===== config.mk =====
export PLATFORM = sky130hd
export DESIGN_NAME = rau_ctrl
export DESIGN_NICKNAME = d
export VERILOG_FILES = /design/src/sv/rau_pkg.sv /design/src/sv/rau_ctrl.sv
export SDC_FILE = /design/constraint.sdc
export NUM_CORES = 1
export LEC_CHECK = 0
export BUFFER_PORTS_ARGS = -buffer_cell sky130_fd_sc_hd__buf_2
export CAP_MARGIN = 20
export CORE_ASPECT_RATIO = 1.1
export CORE_MARGIN = 5
export CORE_UTILIZATION = 56
export CTS_BUF_LIST = sky130_fd_sc_hd__clkbuf_2 sky130_fd_sc_hd__clkbuf_4 sky130_fd_sc_hd__clkbuf_8
export DETAILED_ROUTE_END_ITERATION = 12
export HOLD_SLACK_MARGIN = 0.1
export PLACE_DENSITY = 0.83
export SETUP_SLACK_MARGIN = 0.3
export SLEW_MARGIN = 10
export SYNTH_ARGS = -nofsm -noshare
export SYNTH_HDL_FRONTEND = slang
export SYNTH_SLANG_ARGS = --single-unit
export TNS_END_PERCENT = 30

===== constraint.sdc =====
create_clock -name clk_i -period 2.2 [get_ports clk_i]
set_input_delay 0 -clock clk_i [delete_from_list [all_inputs] [get_ports clk_i]]
set_output_delay 0 -clock clk_i [all_outputs]
set_load 0.01 [all_outputs]

===== src/sv/rau_pkg.sv =====
`timescale 1ns / 1ps
package rau_pkg;

  // Datapath word: holds exact intermediate products of two 32-bit magnitudes
  localparam int DataW    = 64;
  localparam int MulW     = 32;
  localparam int InDataW  = 136;
  localparam int OutDataW = 72;
  localparam int DefWidth = 32;

  // Command codes of an input request
  localparam logic [2:0] CMD_ADD = 3'd0;
  localparam logic [2:0] CMD_SUB = 3'd1;
  localparam logic [2:0] CMD_MUL = 3'd2;
  localparam logic [2:0] CMD_DIV = 3'd3;
  localparam logic [2:0] CMD_CMP = 3'd4;

  // Status codes
  localparam logic [1:0] ST_OK    = 2'd0;
  localparam logic [1:0] ST_ZDEN  = 2'd1;
  localparam logic [1:0] ST_DZERO = 2'd2;
  localparam logic [1:0] ST_OVF   = 2'd3;

  // Compare codes
  localparam logic [1:0] ORD_LT = 2'd0;
  localparam logic [1:0] ORD_EQ = 2'd1;
  localparam logic [1:0] ORD_GT = 2'd2;

  typedef enum logic [2:0] {
    OP_NOP, OP_LOAD, OP_GCD, OP_DIV2, OP_MUL, OP_COMB, OP_SIGN, OP_FIN
  } op_e;

  typedef enum logic [2:0] {
    RG_AM, RG_AD, RG_BM, RG_BD, RG_RM, RG_RD, RG_T1, RG_T2
  } reg_e;

  typedef enum logic [2:0] {
    FK_NONE, FK_ZDEN, FK_DZERO, FK_CMP, FK_ARITH
  } fin_e;

  typedef struct packed {
    logic start;
    op_e  op;
    reg_e sx;
    reg_e sy;
    reg_e dx;
    reg_e dy;
    fin_e fin;
  } dp_cmd_t;

  typedef struct packed {
    logic       done;
    logic [2:0] cmd;
    logic       zero_den;
    logic       b_zero;
  } dp_stat_t;

endpackage


===== src/sv/rau_ctrl.sv =====
`timescale 1ns / 1ps
module rau_ctrl (
  input  logic               clk_i,
  input  logic               rst_ni,
  input  logic               in_valid_i,
  output logic               in_ready_o,
  output logic               out_valid_o,
  input  logic               out_ready_i,
  output rau_pkg::dp_cmd_t   cmd_o,
  input  rau_pkg::dp_stat_t  stat_i
);

  typedef enum logic [4:0] {
    S_IDLE, S_CHECK, S_RA_G, S_RA_D, S_RB_G, S_RB_D, S_DISP, S_L_G, S_L_D,
    S_M1, S_M2, S_M3, S_COMB, S_X1, S_X2, S_SIGN, S_R_G, S_R_D, S_FIN
  } state_e;

  state_e        state_q, state_d;
  logic          wait_q, wait_d, ov_q, ov_d;
  rau_pkg::fin_e fin_q, fin_d;
  logic          multi, issue, fire;
  state_e        nxt;

  // command per step
  always_comb begin
    cmd_o       = '0;
    cmd_o.op    = rau_pkg::OP_NOP;
    cmd_o.sx    = rau_pkg::RG_AM;
    cmd_o.sy    = rau_pkg::RG_AD;
    cmd_o.dx    = rau_pkg::RG_AM;
    cmd_o.dy    = rau_pkg::RG_AD;
    cmd_o.fin   = fin_q;
    multi       = 1'b0;
    nxt         = state_q;
    case (state_q)
      S_IDLE:  cmd_o.op = rau_pkg::OP_LOAD;
      S_RA_G: begin cmd_o.op = rau_pkg::OP_GCD; multi = 1'b1; nxt = S_RA_D; end
      S_RA_D: begin cmd_o.op = rau_pkg::OP_DIV2; multi = 1'b1; nxt = S_RB_G; end
      S_RB_G: begin
        cmd_o.op = rau_pkg::OP_GCD; cmd_o.sx = rau_pkg::RG_BM; cmd_o.sy = rau_pkg::RG_BD;
        multi = 1'b1; nxt = S_RB_D;
      end
      S_RB_D: begin
        cmd_o.op = rau_pkg::OP_DIV2; cmd_o.sx = rau_pkg::RG_BM; cmd_o.sy = rau_pkg::RG_BD;
        cmd_o.dx = rau_pkg::RG_BM; cmd_o.dy = rau_pkg::RG_BD; multi = 1'b1; nxt = S_DISP;
      end
      S_L_G: begin
        cmd_o.op = rau_pkg::OP_GCD; cmd_o.sx = rau_pkg::RG_AD; cmd_o.sy = rau_pkg::RG_BD;
        multi = 1'b1; nxt = S_L_D;
      end
      S_L_D: begin
        cmd_o.op = rau_pkg::OP_DIV2; cmd_o.sx = rau_pkg::RG_BD; cmd_o.sy = rau_pkg::RG_AD;
        cmd_o.dx = rau_pkg::RG_T1; cmd_o.dy = rau_pkg::RG_T2; multi = 1'b1; nxt = S_M1;
      end
      S_M1: begin
        cmd_o.op = rau_pkg::OP_MUL; cmd_o.sy = rau_pkg::RG_T1; nxt = S_M2;
      end
      S_M2: begin
        cmd_o.op = rau_pkg::OP_MUL; cmd_o.sx = rau_pkg::RG_BM; cmd_o.sy = rau_pkg::RG_T2;
        cmd_o.dx = rau_pkg::RG_BM; nxt = S_M3;
      end
      S_M3: begin
        cmd_o.op = rau_pkg::OP_MUL; cmd_o.sx = rau_pkg::RG_T2; cmd_o.sy = rau_pkg::RG_BD;
        cmd_o.dx = rau_pkg::RG_RD; nxt = S_COMB;
      end
      S_COMB: begin cmd_o.op = rau_pkg::OP_COMB; nxt = S_R_G; end
      S_X1: begin
        cmd_o.op = rau_pkg::OP_MUL;
        cmd_o.sy = (stat_i.cmd == rau_pkg::CMD_MUL) ? rau_pkg::RG_BM : rau_pkg::RG_BD;
        cmd_o.dx = (stat_i.cmd == rau_pkg::CMD_CMP) ? rau_pkg::RG_T1 : rau_pkg::RG_RM;
        nxt = S_X2;
      end
      S_X2: begin
        cmd_o.op = rau_pkg::OP_MUL;
        cmd_o.sx = (stat_i.cmd == rau_pkg::CMD_CMP) ? rau_pkg::RG_BM : rau_pkg::RG_AD;
        cmd_o.sy = (stat_i.cmd == rau_pkg::CMD_MUL) ? rau_pkg::RG_BD :
                   (stat_i.cmd == rau_pkg::CMD_DIV) ? rau_pkg::RG_BM : rau_pkg::RG_AD;
        cmd_o.dx = (stat_i.cmd == rau_pkg::CMD_CMP) ? rau_pkg::RG_T2 : rau_pkg::RG_RD;
        nxt = (stat_i.cmd == rau_pkg::CMD_CMP) ? S_FIN : S_SIGN;
      end
      S_SIGN: begin cmd_o.op = rau_pkg::OP_SIGN; nxt = S_R_G; end
      S_R_G: begin
        cmd_o.op = rau_pkg::OP_GCD; cmd_o.sx = rau_pkg::RG_RM; cmd_o.sy = rau_pkg::RG_RD;
        multi = 1'b1; nxt = S_R_D;
      end
      S_R_D: begin
        cmd_o.op = rau_pkg::OP_DIV2; cmd_o.sx = rau_pkg::RG_RM; cmd_o.sy = rau_pkg::RG_RD;
        cmd_o.dx = rau_pkg::RG_RM; cmd_o.dy = rau_pkg::RG_RD; multi = 1'b1; nxt = S_FIN;
      end
      S_FIN:   cmd_o.op = rau_pkg::OP_FIN;
      default: ;
    endcase

    fire        = !ov_q || out_ready_i;
    issue       = 1'b0;
    state_d     = state_q;
    wait_d      = wait_q;
    fin_d       = fin_q;
    ov_d        = ov_q && !out_ready_i;
    case (state_q)
      S_IDLE: begin
        issue = in_valid_i;
        if (in_valid_i) state_d = S_CHECK;
      end
      S_CHECK: begin
        if (stat_i.cmd > rau_pkg::CMD_CMP) begin
          fin_d = rau_pkg::FK_NONE; state_d = S_FIN;
        end else if (stat_i.zero_den) begin
          fin_d = rau_pkg::FK_ZDEN; state_d = S_FIN;
        end else begin
          state_d = S_RA_G;
        end
      end
      S_DISP: begin
        case (stat_i.cmd)
          rau_pkg::CMD_ADD, rau_pkg::CMD_SUB: begin
            fin_d = rau_pkg::FK_ARITH; state_d = S_L_G;
          end
          rau_pkg::CMD_DIV: begin
            if (stat_i.b_zero) begin
              fin_d = rau_pkg::FK_DZERO; state_d = S_FIN;
            end else begin
              fin_d = rau_pkg::FK_ARITH; state_d = S_X1;
            end
          end
          rau_pkg::CMD_CMP: begin fin_d = rau_pkg::FK_CMP; state_d = S_X1; end
          default: begin fin_d = rau_pkg::FK_ARITH; state_d = S_X1; end
        endcase
      end
      S_FIN: begin
        issue = fire;
        if (fire) begin
          ov_d    = 1'b1;
          state_d = S_IDLE;
        end
      end
      default: begin
        if (!wait_q) begin
          issue = 1'b1;
          if (multi) wait_d = 1'b1;
          else       state_d = nxt;
        end else if (stat_i.done) begin
          wait_d  = 1'b0;
          state_d = nxt;
        end
      end
    endcase
    cmd_o.start = issue;
  end

  // state and registered outputs
  always_ff @(posedge clk_i or negedge rst_ni) begin
    if (!rst_ni) begin
      state_q <= S_IDLE;
      wait_q  <= 1'b0;
      ov_q    <= 1'b0;
      fin_q   <= rau_pkg::FK_NONE;
    end else begin
      state_q <= state_d;
      wait_q  <= wait_d;
      ov_q    <= ov_d;
      fin_q   <= fin_d;
    end
  end

  assign in_ready_o  = (state_q == S_IDLE);
  assign out_valid_o = ov_q;

endmodule


## After elaboration in Yosys (flattened, before gate mapping)

Index checks and enable logic that the tools add are counted.

| storage, ports and cells | value |
|---|---|
| bits in registers | 10 |
| logic and storage cells | 89 |

| cells by class | value |
|---|---|
| magnitude comparators | 1 |
| equality and inequality tests | 27 |
| multiplexer cells | 36 |
| reductions and logical operators | 21 |

Operators with widths:

| operator | count |
|---|---|
| 5-bit case mux with 14 select lines | 1 |
| 3-bit case mux with 6 select lines | 3 |
| 5-bit 2-to-1 mux | 9 |
| 5-bit by 4-bit == test with 1-bit output (second input constant) | 8 |
| 3-bit case mux with 7 select lines | 1 |
| 5-bit by 3-bit == test with 1-bit output (second input constant) | 4 |
| 5-bit case mux with 4 select lines | 1 |
| 4-bit OR reduction | 4 |
| 5-bit == test (second input constant) | 3 |
| 6-bit by 3-bit inequality test with 1-bit output (second input constant) | 2 |
| 3-bit case mux with 2 select lines | 2 |
| 5-bit by 2-bit == test with 1-bit output (second input constant) | 2 |
| 2-bit 2-to-1 mux | 5 |
| 5-bit case mux with 2 select lines | 1 |
| 2-bit OR reduction | 5 |
| 3-bit 2-to-1 mux | 3 |
| 3-bit case mux with 3 select lines | 1 |
| 1-bit 2-to-1 mux | 8 |
| 8-bit OR reduction | 1 |
| 3-bit by 2-bit == test with 1-bit output (second input constant) | 2 |
| 5-bit by 1-bit == test with 1-bit output (second input constant) | 1 |
| 5-bit logical NOT | 1 |
| 5-bit OR reduction | 1 |
| 2-bit inequality test (second input constant) | 2 |
| 13 further kinds | 14 |

## Depth between registers and ports, before layout

Gate-level depths: netlist of the first run.

| depth | value |
|---|---|
| depth in word-level cells | 6 |
| gate-level depth with buffers | 8 |

## Worst setup path after synthesis of the first run

Ideal clock, no wire load.

| path | value |
|---|---|
| path kind | register to register |
| from | register state_q[2] |
| to | register state_q[0] |
| library setup time | 128 ps |
| arrival time | 1903 ps |
| required time | 2072 ps |
| slack | 169 ps |
| cell stages (with the launch flop) | 9 |
| buffers on the path | 3 |
| period minus slack after synthesis | 2031 ps |
| path through | dfrtp_1 > buf_2 > or2_1 > clkbuf_1 > or4_1 > o221ai_1 > or2_1 > buf_6 > mux2_1 |

| on the way | value |
|---|---|
| cells in the longest elaborated chain, start to end | 6 |
| elaborated cells on any way between the ends | 32 |
| classes of those cells | eq/ne: 22; mux: 6; reduce/logical: 4 |

Ends and longest elaborated chain:

| what | RTL line | source |
|---|---|---|
| start: declaration | rau_ctrl.sv:18 | `state_e state_q, state_d;` |
| start signal: assignment | rau_ctrl.sv:159 | `state_q <= state_d;` |
| 5-bit by 4-bit == test with 1-bit output | rau_ctrl.sv:35 | `case (state_q)` |
| 2-bit OR reduction (no line) | n/a |  |
| 5-bit case mux with 14 select lines | rau_ctrl.sv:35 |  |
| 5-bit 2-to-1 mux (on tied branches) | rau_ctrl.sv:140, rau_ctrl.sv:142 |  |
| 5-bit 2-to-1 mux | rau_ctrl.sv:138 | `if (!wait_q) begin` |
| 5-bit case mux with 4 select lines | rau_ctrl.sv:100 | `case (state_q)` |

Several ways; a longest one is shown, not always the timed one. The select of a mux whose other input is x is not followed.
A chain may end at the register's enable or synchronous reset.

## Final worst setup path of the first run

| path | value |
|---|---|
| from | register state_q[4] |
| to | register state_q[3] |

Same word-level chain as after synthesis.

==> out/metrics.cfg, run 1 <==
[die]
die_w_um=55.90
core_um2=2230
start_util_pct=58.19
die_h_um=60.49
fp-row-count=18
io_pins=31
die-area_um2=3381

[grt]
use_met2_pct=41.39
grt_pass1_vias=1382
grtUsageTotal_pct=24.00
grt_pass1_wl_um=6499
grt-ovfl-total=0
met1_usage_pct=31.21
grt_max_degree=24
grt-busiest-layer=met2
grtUsageMet3_pct=1.489
antenna_found_initial=0

[layout]
diodes=0
drive_above_1_share_pct=35.94
ff_latch_area_um2=255.2
area_growth_pct=30.28
fin_area_um2=1690
multi_input_area_um2=1016
fin_nets=228
fillCellCount=179

[timing]
hold_violations=0
fmax_mhz=502.9
rsz0062_at_grt=true
drv_slew=0
tns_ns=0
worst_pin_slew_ns=0.6602
max_slew_margin_pct=55.89
setup_ws_ns=0.2113
timing.final.crit_share_pct=90.39
fin_crit_ns=1.989
setup_viol=0
finClkSkew_ns=0.003368
whs_ns=0.1027

[clock_tree]
clkTransAtPathRegs_ns=0.07
clock_path_buffers=2
numCtsBuffers=3
htree_num_levels=1
cts_tree=built
clkSinkCount=10
clockRootBuffer=clkbuf_4
clk_latency_ns=0.27

[synthesis]
ys_types=55
syn_area_um2=1297
synth_area_per_cell_um2=7.090
synth_ff_type=dfrtp_1
yosys_warnings=0
syn_nets=193
syn_inst=183
ys_ff_latch=10
ys_seq_area_share_pct=19.29
synth_edf_count=0
synthArstFlopShare_pct=100.0

[setup_path]
crit_required_ns=2.36
start_kind=flop
cp_max_fo=6
r2r_setup_slack_ns=0.21
cp-end-kind=flop
arrival_ns=2.15
cpLargestDelayFamily=simple AND/OR/NAND/NOR gates
r2r_end=state_q[3]$_DFFE_PN0P_
r2r-start=state_q[4]$_DFFE_PN0P_
cp_num_buf_inv=0
crit_chain=or2_2 > or4_4 > o221ai_4 > or2_4 > mux2_1
cp_slowest_cell=dfrtp_2
crit_type=flop to flop
critPathMaxStageDelay_ns=0.46
reg2reg_depth=5
cp_num_cells=5

[route]
wire_per_inst_um=16.74
ant_nets=0
drtIter0Drc=95
vias=1535
wl_um=4135
via_per_inst=6.215
drc_errors=0
first_pass_iters=4

[power]
p_switching_mw=1.444
comb_power_share_pct=80.0
power_density_nw_per_um2=1699
ir_drop_uv=1414
p_clk_share_pct=5.9
seq_power_share_pct=14.1
power.internal_mw=1.428
sw_frac_of_total_pct=50.29
power_leakage_nw=0.7347

[placed_design]
dp_slack_ns=0.1578
placed_area_um2=1475
portBuffers=29
gp_congestion=1.004
hpwl_um=2884

[flow_run]
max-cap-violations=0

[run_status]
outcome=finished, final reports clean

[hold_path]
hold_class=primary input to asynchronous set/reset pin

-- metrics by stage --
| stage | power [mW] | util, % | instances |
|---|---|---|---|
| finish | 2.871 | 75.81 | 247 |
| global route | 3.090 | 75.81 | 247 |
| CTS | 2.628 | 71.21 | 242 |
| detailed placement | 2.331 | 66.16 | 234 |
| global placement | 2.280 | 66.16 | 234 |
| floorplan | 1.804 | - | 183 |
-- cells in the final DEF, fill, tap and decap left out, types with 2 or more instances in the layout --
| cell | n |
|---|---|
| nand2_1 | 16 |
| nor3_1 | 5 |
| clkbuf_4 | 3 |
| and2_1 | 2 |
| dfrtp_2 | 4 |
| buf_6 | 3 |
| a21oi_1 | 19 |
| nand3_1 | 5 |
| buf_4 | 18 |
| or2_4 | 2 |
| nand2b_1 | 5 |
| a211oi_1 | 2 |
| nor2b_1 | 8 |
| a32o_1 | 2 |
| o31ai_1 | 2 |
| a31oi_1 | 2 |
| nor2_1 | 17 |
| buf_2 | 29 |
| mux2i_1 | 2 |
| xor2_1 | 2 |
| xnor2_1 | 2 |
| dlygate4sd3_1 | 2 |
| and3_1 | 2 |
| o211ai_1 | 2 |
| o21ai_0 | 14 |
| a21o_1 | 3 |
| dfrtp_1 | 6 |
-- flip-flops by register name, indices dropped and copies added (netlist names) --
signal	flops
state_q	5
fin_q	3
out_valid_o	1
wait_q	1
-- synthesized netlist by cell type, types with 2 or more instances --
master     count  area [um^2]
buf_4          2        15.01
nand2b_1       5        31.28
o21ai_0       14        70.07
a21o_1         3        22.52
nor2_1        18        67.56
nand4bb_1      2        22.52
dfrtp_1       10        250.2
a211oi_1       2        15.01
clkbuf_1      11        41.29
o211ai_1       2        15.01
xnor2_1        2        17.52
mux2i_1        2        20.02
a21oi_1       19        95.09
buf_1          3        11.26
a31oi_1        2        12.51
o221ai_1       2        17.52
and3_1         2        12.51
nor3_1         6        30.03
or2_1          2        12.51
a32o_1         2        20.02
nand3_1        6        30.03
buf_2          4        20.02
inv_1          2        7.510
xor2_1         2        17.52
nand2_1       16        60.06
mux2_1         2        22.52
nor2b_1        8        50.05
buf_6          2        22.52
o31ai_1        4        30.03
-- final cells by class --
cell class	count	area share, %
multi-input cells	149	60.10
repair buffers	52	19.76
flip-flops and latches	10	15.10
well taps	30	2.221
clock buffers	4	2.147
inverters	2	0.6662
-- worst max path at each step --
stage,slack (ns),endpoint,from
final,0.21,state_q[3]$_DFFE_PN0P_,state_q[4]$_DFFE_PN0P_
after CTS,0.27,state_q[0]$_DFFE_PN0P_,state_q[2]$_DFFE_PN0P_
after detailed placement,0.16,state_q[2]$_DFFE_PN0P_,state_q[3]$_DFFE_PN0P_
after global placement,0.25,state_q[2]$_DFFE_PN0P_,state_q[3]$_DFFE_PN0P_
after global routing,0.19,state_q[3]$_DFFE_PN0P_,state_q[4]$_DFFE_PN0P_
after floorplan,0.18,state_q[0]$_DFFE_PN0P_,state_q[2]$_DFFE_PN0P_
-- what timing repair did --
item                                    CTS  global route
buffers inserted                          2             5
endpoints found under the setup margin    5             8
pin swaps                                 3             7
hold endpoints to repair                 11             0
gates resized for setup                   8            15
hold buffers                              2             0
-- power by group through the flow --
stage / clock [mW] / combinational [mW] / sequential, mW
6_report: 0.169 / 2.30 / 0.404
5_1_grt: 0.180 / 2.49 / 0.415
4_1_cts: 0.166 / 2.06 / 0.400
3_5_place_dp: 0 / 1.94 / 0.391
3_3_place_gp: 0 / 1.90 / 0.382
2_1_floorplan: 0 / 1.47 / 0.334
-- routing by layer --
layer | wire length [um] | up-vias
met5 | 0 | -
met4 | 165 | 0
met3 | 293 | 15
met2 | 2016 | 101
met1 | 1660 | 690
li1 | - | 729
-- worst register-to-register path: cells and delay by family (launching register included) --
kind	cells	cell delay, ns
AOI/OAI and AO/OA	1	0.11
DFF	1	0.46
muxes	1	0.31
and+or+nand+nor	3	0.99
-- cell families after synthesis --
logic type                share of synthesized area, %
AOI/OAI and AO/OA                                31.44
DFF                                              19.29
muxes                                            4.146
and+or+nand+nor                                  33.08
buffers and inverters                            9.064
other                                           0.2890
xor gates and xnor gates                         2.701
No activity file was read; power rests on OpenSTA's default activity.
==> run 2: changes to the inputs <==
Settings changed: RECOVER_POWER from default to 25.
==> out/metrics.cfg, run 2 (same netlist as run 1, synthesis figures left out) <==
[die]
io_pins=31  ; unchanged
start_util_pct=58.19  ; unchanged
die-area_um2=3381  ; unchanged
core_um2=2230  ; unchanged
fp-row-count=18  ; unchanged
die_w_um=55.90  ; unchanged
die_h_um=60.49  ; unchanged

[timing]
worst_pin_slew_ns=0.6545  ; was 0.6602 ns
hold_violations=0  ; unchanged
setup_viol=0  ; unchanged
finClkSkew_ns=0.004197  ; was 0.003368 ns
setup_ws_ns=0.2159  ; was 0.2113 ns
fmax_mhz=504.0  ; was 502.9 MHz
tns_ns=0  ; unchanged
drv_slew=0  ; unchanged
whs_ns=0.2012  ; was 0.1027 ns
max_slew_margin_pct=56.27  ; was 55.89%
rsz0062_at_grt=true  ; unchanged
timing.final.crit_share_pct=90.18  ; was 90.39%
fin_crit_ns=1.984  ; was 1.989 ns

[route]
via_per_inst=6.109  ; was 6.215
first_pass_iters=4  ; unchanged
drtIter0Drc=96  ; was 95
drc_errors=0  ; unchanged
wire_per_inst_um=16.55  ; was 16.74 um
wl_um=4089  ; was 4135 um
vias=1509  ; was 1535
ant_nets=0  ; unchanged

[grt]
grt_pass1_wl_um=6499  ; unchanged
grtUsageTotal_pct=24.00  ; unchanged
grt_max_degree=24  ; unchanged
grt_pass1_vias=1382  ; unchanged
grt-ovfl-total=0  ; unchanged
antenna_found_initial=0  ; unchanged

[setup_path]
reg2reg_depth=5  ; unchanged
crit_required_ns=2.35  ; was 2.36 ns
cp_max_fo=6  ; unchanged
start_kind=flop  ; unchanged
arrival_ns=2.14  ; was 2.15 ns
r2r_setup_slack_ns=0.22  ; was 0.21 ns
r2r_end=state_q[3]$_DFFE_PN0P_  ; unchanged
r2r-start=state_q[4]$_DFFE_PN0P_  ; unchanged
crit_type=flop to flop  ; unchanged
cp-end-kind=flop  ; unchanged

[layout]
instances_no_fill=247  ; unchanged
final_cell_mix=buf_2 (28), a21oi_1 (19), buf_4 (18), nor2_1 (17), nand2_1 (16)  ; was buf_2 (29), a21oi_1 (19), buf_4 (18), nor2_1 (17), nand2_1 (16)
fin_area_um2=1689  ; was 1690 um^2
diodes=0  ; unchanged
largest_reg_flops=5  ; unchanged
fin_nets=228  ; unchanged
area_growth_pct=30.18  ; was 30.28%
top_regs=state_q: 5 flops, fin_q: 3 flops  ; unchanged
drive_above_1_share_pct=35.48  ; was 35.94%
layout_commonest_cell=buf_2  ; unchanged
fillCellCount=178  ; was 179
largest-register=state_q  ; unchanged
post-route-util_pct=75.76  ; was 75.81%

[placed_design]
placed_area_um2=1475  ; unchanged
portBuffers=29  ; unchanged
place_inst=234  ; unchanged
gp_congestion=1.004  ; unchanged
dp_slack_ns=0.1578  ; unchanged
hpwl_um=2884  ; unchanged

[clock_tree]
htree_num_levels=1  ; unchanged
numCtsBuffers=3  ; unchanged
clk_latency_ns=0.27  ; about the same
cts_tree=built  ; unchanged
clock_path_buffers=2  ; unchanged
clockRootBuffer=clkbuf_4  ; unchanged
clkSinkCount=10  ; unchanged
clkTransAtPathRegs_ns=0.07  ; about the same

[flow_run]
max-cap-violations=0  ; unchanged

[run_status]
outcome=finished, final reports clean  ; unchanged

[power]
ir_drop_uv=1411  ; was 1414 uV
power_leakage_nw=0.7319  ; was 0.7347 nW
power_density_nw_per_um2=1697  ; was 1699 nW/um^2
p_total_mw=2.867  ; was 2.871 mW

[hold_path]
hold_class=primary input to asynchronous set/reset pin  ; unchanged

run 2: cell count changes in the layout (fill, tap and decap cells not counted), sizes merged:
cell    delta
clkbuf     +1
buf        -1
run 2: worst max path at each step:
stage,from,to,slack [ns],cells past startpoint
CTS,state_q[2]$_DFFE_PN0P_,state_q[0]$_DFFE_PN0P_,0.27,5
global placement,state_q[3]$_DFFE_PN0P_,state_q[2]$_DFFE_PN0P_,0.25,6
floorplan,state_q[2]$_DFFE_PN0P_,state_q[0]$_DFFE_PN0P_,0.18,8
finish,state_q[4]$_DFFE_PN0P_,state_q[3]$_DFFE_PN0P_,0.22,5
detailed placement,state_q[3]$_DFFE_PN0P_,state_q[2]$_DFFE_PN0P_,0.16,6
global route,state_q[4]$_DFFE_PN0P_,state_q[3]$_DFFE_PN0P_,0.19,5
run 2: critical path, cell delays in order (launching register included):
cell and delay, ns:
dfrtp_2 0.46, or2_2 0.33, or4_4 0.45, o221ai_4 0.10
or2_4 0.20, mux2_1 0.31
run 2: layout make-up:
class / count / area, um^2 / area share [%]
multi-input cells: 149 / 1016 / 60.15
inverters: 2 / 11.26 / 0.6667
clock buffers: 4 / 36.28 / 2.148
well taps: 30 / 37.54 / 2.222
flip-flops and latches: 10 / 255.2 / 15.11
repair buffers: 52 / 332.8 / 19.70
run 2: layer usage:
| layer | routed length, um | up-vias | part of all wire (%) | track usage, % |
|---|---|---|---|---|
| met1 | 1682 | 686 | 41 | 31.21 |
| met5 | 0 | - | 0 | 0 |
| met4 | 140 | 0 | 3.4 | 11.86 |
| li1 | - | 729 | - | - |
| met3 | 255 | 15 | 6.2 | 1.489 |
| met2 | 2011 | 79 | 49 | 41.39 |
run 2: timing repair:
item,CTS,global route
hold buffers,2,0
gates cloned,0,0
gates resized for setup,8,15
pin swaps,3,7
hold endpoints to repair,11,0
endpoints found under the setup margin,5,8
setup buffers,2,5
run 2: power by group:
part / total (mW) / switching, mW / internal (mW)
Combinational: 2.29 / 1.25 / 1.05
Clock: 0.167 / 0.0664 / 0.101
Sequential: 0.405 / 0.126 / 0.279
